--- config.mk ---
export PLATFORM = sky130hd
export DESIGN_NAME = dmg_pick
export DESIGN_NICKNAME = d
export VERILOG_FILES = /design/src/hw/rtl/dmg_pkg.sv /design/src/hw/rtl/dmg_pick.sv
export SDC_FILE = /design/constraint.sdc
export NUM_CORES = 1
export LEC_CHECK = 0
export BUFFER_PORTS_ARGS = -buffer_cell sky130_fd_sc_hd__buf_2
export CAP_MARGIN = 20
export CORE_AREA = 2 2 39 41
export DETAILED_ROUTE_END_ITERATION = 10
export DIE_AREA = 0 0 41 43
export PLACE_DENSITY = 0.66
export SYNTH_ARGS = -nofsm -noshare
export SYNTH_HDL_FRONTEND = slang
export SYNTH_SLANG_ARGS = --single-unit
--- constraint.sdc ---
create_clock -name vclk -period 4.95
set_input_delay 0.2475 -clock vclk [all_inputs]
set_output_delay 0.2475 -clock vclk [all_outputs]
set_load 0.02 [all_outputs]
--- src/hw/rtl/dmg_pkg.sv ---
// ----------------------------------------------------------------------------
// dmg_pkg: shared types and constants of the maze carver
// Item codes, result codes, wall directions, cell entry layout and the
// sequencer state type.
// ----------------------------------------------------------------------------
package dmg_pkg;

	localparam int CELL_W = 10;
	localparam int KIND_W = 2;
	localparam int PICK_W = 8;
	localparam int ACT_W  = 3;
	localparam int WALL_W = 4;

	localparam logic [KIND_W-1:0] KIND_START = 2'd0;
	localparam logic [KIND_W-1:0] KIND_STEP  = 2'd1;
	localparam logic [KIND_W-1:0] KIND_READ  = 2'd2;

	localparam logic [ACT_W-1:0] ACT_CARVED    = 3'd0;
	localparam logic [ACT_W-1:0] ACT_BACKTRACK = 3'd1;
	localparam logic [ACT_W-1:0] ACT_FINISHED  = 3'd2;
	localparam logic [ACT_W-1:0] ACT_START_OK  = 3'd3;
	localparam logic [ACT_W-1:0] ACT_START_IGN = 3'd4;
	localparam logic [ACT_W-1:0] ACT_READ      = 3'd5;

	localparam logic [1:0] DIR_TOP    = 2'd0;
	localparam logic [1:0] DIR_RIGHT  = 2'd1;
	localparam logic [1:0] DIR_BOTTOM = 2'd2;
	localparam logic [1:0] DIR_LEFT   = 2'd3;

	localparam logic [2:0] NB_CNT = 3'd4;
	localparam logic [WALL_W-1:0] WALL_ALL = 4'hF;

	typedef struct packed {
		logic              vis;
		logic [WALL_W-1:0] walls;
	} cell_ent_t;

	localparam cell_ent_t CELL_RESET = '{vis: 1'b0, walls: WALL_ALL};

	typedef struct packed {
		logic       carve;
		logic [1:0] dir;
	} pick_res_t;

	typedef enum logic [3:0] {
		ST_CLEAR,
		ST_IDLE,
		ST_STACK,
		ST_FETCH,
		ST_PICK,
		ST_WR_TOP,
		ST_WR_NB,
		ST_DIV,
		ST_REPORT,
		ST_DONE
	} state_t;

	function automatic logic [WALL_W-1:0] wall_mask(input logic [1:0] d);
		return 4'b0001 << d;
	endfunction

	function automatic logic [1:0] mod3_u8(input logic [PICK_W-1:0] v);
		logic [3:0] s;
		logic [2:0] t;
		s = 4'(v[1:0]) + 4'(v[3:2]) + 4'(v[5:4]) + 4'(v[7:6]);
		t = 3'(s[1:0]) + 3'(s[3:2]);
		if (t >= 3'd6) begin
			t = t - 3'd6;
		end else if (t >= 3'd3) begin
			t = t - 3'd3;
		end
		return t[1:0];
	endfunction

endpackage

--- src/hw/rtl/dmg_pick.sv ---
// ----------------------------------------------------------------------------
// dmg_pick: neighbour choice
// Counts open neighbours, reduces the random value by that count and
// selects the matching direction in top, right, bottom, left order.
// ----------------------------------------------------------------------------
module dmg_pick (
	input  logic [3:0]                  cand,
	input  logic [dmg_pkg::PICK_W-1:0]  random_pick,
	output dmg_pkg::pick_res_t          res
);

	logic [2:0] n;
	logic [2:0] pos;
	logic [2:0] seen;
	logic [1:0] dir;

	assign n = 3'(cand[0]) + 3'(cand[1]) + 3'(cand[2]) + 3'(cand[3]);

	always_comb begin
		unique case (n)
			3'd2:    pos = {2'b00, random_pick[0]};
			3'd3:    pos = {1'b0, dmg_pkg::mod3_u8(random_pick)};
			3'd4:    pos = {1'b0, random_pick[1:0]};
			default: pos = 3'd0;
		endcase
	end

	always_comb begin
		seen = 3'd0;
		dir  = dmg_pkg::DIR_TOP;
		for (int k = 0; k < 4; k++) begin
			if (cand[k]) begin
				if (seen == pos) begin
					dir = 2'(k);
				end
				seen = seen + 3'd1;
			end
		end
	end

	assign res.carve = (n != 3'd0);
	assign res.dir   = dir;

endmodule

# Yosys cells after proc, flatten, opt, wreduce, memory -nomap -nowiden
# Index checks and enable logic that the tools add are counted.
[totals]
elab_cells = 32
register_bits = 0
out_inout_bits = 3
[op_classes]
order_cmp = 2
addsub = 11
mux = 12
n_reduce_logical = 1
eq_ne = 6
[op_table]
columns = ["operator", "n"]
rows = [
  ["2-bit 2-to-1 mux", 6],
  ["3-bit == test", 3],
  ["2-bit by 2-bit adder with 3-bit output", 2],
  ["3-bit by 1-bit adder with 3-bit output, second input constant", 2],
  ["3-bit by 2-bit == test with 1-bit output, second input constant", 2],
  ["3-bit 2-to-1 mux", 2],
  ["2-bit case mux with 3 select lines", 1],
  ["3-bit by 2-bit adder with 4-bit output", 1],
  ["4-bit by 2-bit adder with 4-bit output", 1],
  ["2-bit subtractor, second input constant", 2],
  ["2-bit by 1-bit adder with 3-bit output", 1],
  ["3-bit by 1-bit adder with 3-bit output", 1],
  ["3-bit == test, second input constant", 1],
  ["3-bit by 2-bit greater-or-equal comparator with 1-bit output, second input constant", 1],
  ["3-bit greater-or-equal comparator, second input constant", 1],
  ["1-bit 2-to-1 mux", 3],
  ["3-bit nonzero test", 1],
  ["1-bit by 1-bit adder with 2-bit output", 1],
]

# Depth between registers and ports, before layout
[depth]
word_depth = 15
depth_mapped = 17
mapped_depth_nobuf = 17

# Worst setup path after synthesis
# No wires, ideal clock.
[synth_timing]
path_type = "input to output"
from = "input random_pick[1] in the netlist's numbering"
to = "output res[1] in the netlist's numbering"
setup_slack_ns = 0.253
t_arrival_ns = 4.450
cell_stages = 16
cell_sequence = "inv_1 fa_1 fa_1 inv_1 ha_1 inv_1 fa_1 inv_1 ha_1 fa_1 ha_1 o31a_1 a32oi_2 xnor2_1 nand2_1 o311ai_1"
[synth_lines]
columns = ["item", "line", "text"]
rows = [
  ["start: declaration", "dmg_pick.sv:8", "input logic [dmg_pkg::PICK_W-1:0] random_pick,"],
  ["end: declaration", "dmg_pick.sv:9", "output dmg_pkg::pick_res_t res"],
]

==> results.py <==
metrics = {
    "status": {
        "outcome": "complete, no violations",
    },
    "cells_and_area": {
        "instances_no_fill": 102,
        "nClkBuffers": 0,
        "post-route-util_pct": 50.3,
        "multi_input_area_um2": 537,
        "area_growth_pct": 18.8,
        "design.seq.count": 0,
        "n_antenna_cell": 0,
        "drive_above_1_share_pct": 26.7,
        "nFillCells": 142,
        "regArea_um2": 0,
        "nNetsFinal": 115,
    },
    "route": {
        "viasPerCell": 5.22,
        "wl_met2_um": 525,
        "antenna_left": 0,
        "wl_per_cell_um": 10.6,
        "dr.pass1.iters": 4,
        "drt_iter0_drc": 8,
        "drc": 0,
        "top_layer": "met3",
        "wirelength_mm": 1.08,
        "wl_met3_um": 40,
        "wl_met1_um": 518,
        "vias": 532,
    },
    "timing": {
        "fin_setup_tns_ns": 0,
        "rsz0062_at_grt": "no",
        "finalWorstSetupSlack_ns": 0.283,
        "worst_pin_slew_ns": 0.285,
        "timing.final.max_slew_violations": 0,
        "post-route-period-util_pct": 94.3,
        "fmax_ghz": 0.214,
        "hold_viol_final": 0,
        "finalSetupViolCount": 0,
        "period_minus_slack_ns": 4.67,
        "max-slew-margin-rel_pct": 80.9,
    },
    "global_route": {
        "grt_usage_pct": 14.4,
        "grt_pass1_vias": 481,
        "grt_pass1_wl_mm": 1.91,
        "grt-ovfl-total": 0,
        "grt_max_degree": 9,
        "antenna_found_initial": 0,
    },
    "synthesis": {
        "syn_area_um2": 586,
        "synth_fp_nets": 96,
        "avgSynthCellArea_um2": 8.49,
        "syn_inst": 69,
        "yosys_warnings": 0,
        "synth_seq_area_share_pct": 0,
        "synth.distinct_cells": 29,
    },
    "setup_path": {
        "worstPathRequired_ns": 4.70,
        "arrival_ns": 4.42,
        "slowest_stage": "fa_1",
        "critPathMaxStageDelay_ns": 0.56,
        "crit_chain": "buf_2 -> inv_1 -> fa_1 -> fa_1 -> inv_1 -> ha_1 -> inv_1 -> fa_1 -> inv_1 -> ha_1 -> fa_1 -> ha_1 -> o31a_1 -> a32oi_2 -> xnor2_1 -> nand2_1 -> o311ai_1 -> buf_2",
        "crit_fanout": 3,
        "path_delay_family": "adder cells",
        "crit_type": "in -> out",
        "path_buf_inv": 6,
        "endpoint_kind": "output port",
        "startpoint_type": "primary input",
    },
    "min_path": {
        "hold_path_class": "in -> out",
    },
    "floorplanning": {
        "die-width_um": 41,
        "start_util_pct": 42.3,
        "core_area_mm2": 0.00138,
        "rows": 14,
        "die_y_um": 43,
        "top_level_ports": 15,
        "die-area_mm2": 0.00176,
    },
    "place": {
        "port_buffers": 15,
        "hpwlAfterDp_um": 964,
        "dp.cells": 101,
        "gp_congestion": 0.844,
        "post-place-ws_ns": 0.253,
    },
    "clock_network": {
        "post_cts_resized": 0,
        "hold_buffers": 0,
    },
    "power_and_ir_drop": {
        "irDropWorstVdd_uv": 240,
        "p_leak_nw": 0.357,
        "powerDensity_mw_per_mm2": 371,
        "total_power_mw": 0.258,
    },
    "job": {
        "cap_violations": 0,
    },
}
[metal layers]
layer | vias up | global-route usage, %
met5 | - | 0
met4 | 0 | 0
met3 | 0 | 0
li1 | 280 | -
met1 | 241 | 21.9
met2 | 11 | 23.4
[tightest hold or removal path, cell delays in order]
cell and delay [ns]:
buf_2 0.13, nand4_1 0.08, o311ai_1 0.09, buf_2 0.16
[synth_stat cells, types with 2 or more instances]
cell	count	area, um^2
xnor2_1	3	26.3
fa_1	6	120
nor2b_1	2	12.5
xor2_1	2	17.5
a21oi_1	3	15.0
nor2_1	2	7.51
o31a_1	2	17.5
ha_1	9	113
nand2b_1	2	12.5
inv_1	13	48.8
nand2_1	7	26.3
[timing repair]
action                                  in CTS  in global routing
endpoints found under the setup margin       0                  1
endpoints found under the hold margin        0                  0
setup buffers                                0                  1
[cell families after synthesis]
family	share of synthesized area [%]
XOR/XNOR	7.48
AND/OR/NAND/NOR	19.7
buffers and inverters	8.33
multiplexers	1.71
adder cells (fa/ha/maj)	39.7
AO/OA/AOI/OAI	23.1
[through the flow]
| step | area, um^2 | hold WS (ns) |
|---|---|---|
| global placement | 688 | 0.929 |
| CTS | 688 | 0.941 |
| global route | 696 | 0.983 |
| finish | 696 | 0.943 |
| detailed placement | 688 | 0.941 |
| floorplan | 586 | 0.696 |
[power breakdown]
group	internal (mW)	switching [mW]	total (mW)
clock network	0	0	0
logic	0.119	0.139	0.258
registers	0	0	0
[path summary, 6_finish.rpt]
kind | slack (ns) | startpoint | to | cells past startpoint
worst max-delay path | 0.28 | random_pick[1] | res[1] | 18
worst min-delay path | 0.94 | cand[3] | res[1] | 4
[layout make-up]
type	instances	area share, %
timing repair buffer	17	12.9
tap	16	2.88
inverter	13	7.01
multi-input combinational	56	77.2
[cells in the final DEF, fill, tap and decap left out, types with 2 or more instances in the layout]
cell and n:
o31a_1 2, fa_1 6, nor2_1 2, a21oi_1 3, ha_1 9, xnor2_1 3, xor2_1 2, nor2b_1 2
buf_4 2, buf_2 15, inv_1 13, nand2b_1 2, nand2_1 7
Power figures use the tool's default switching activity.
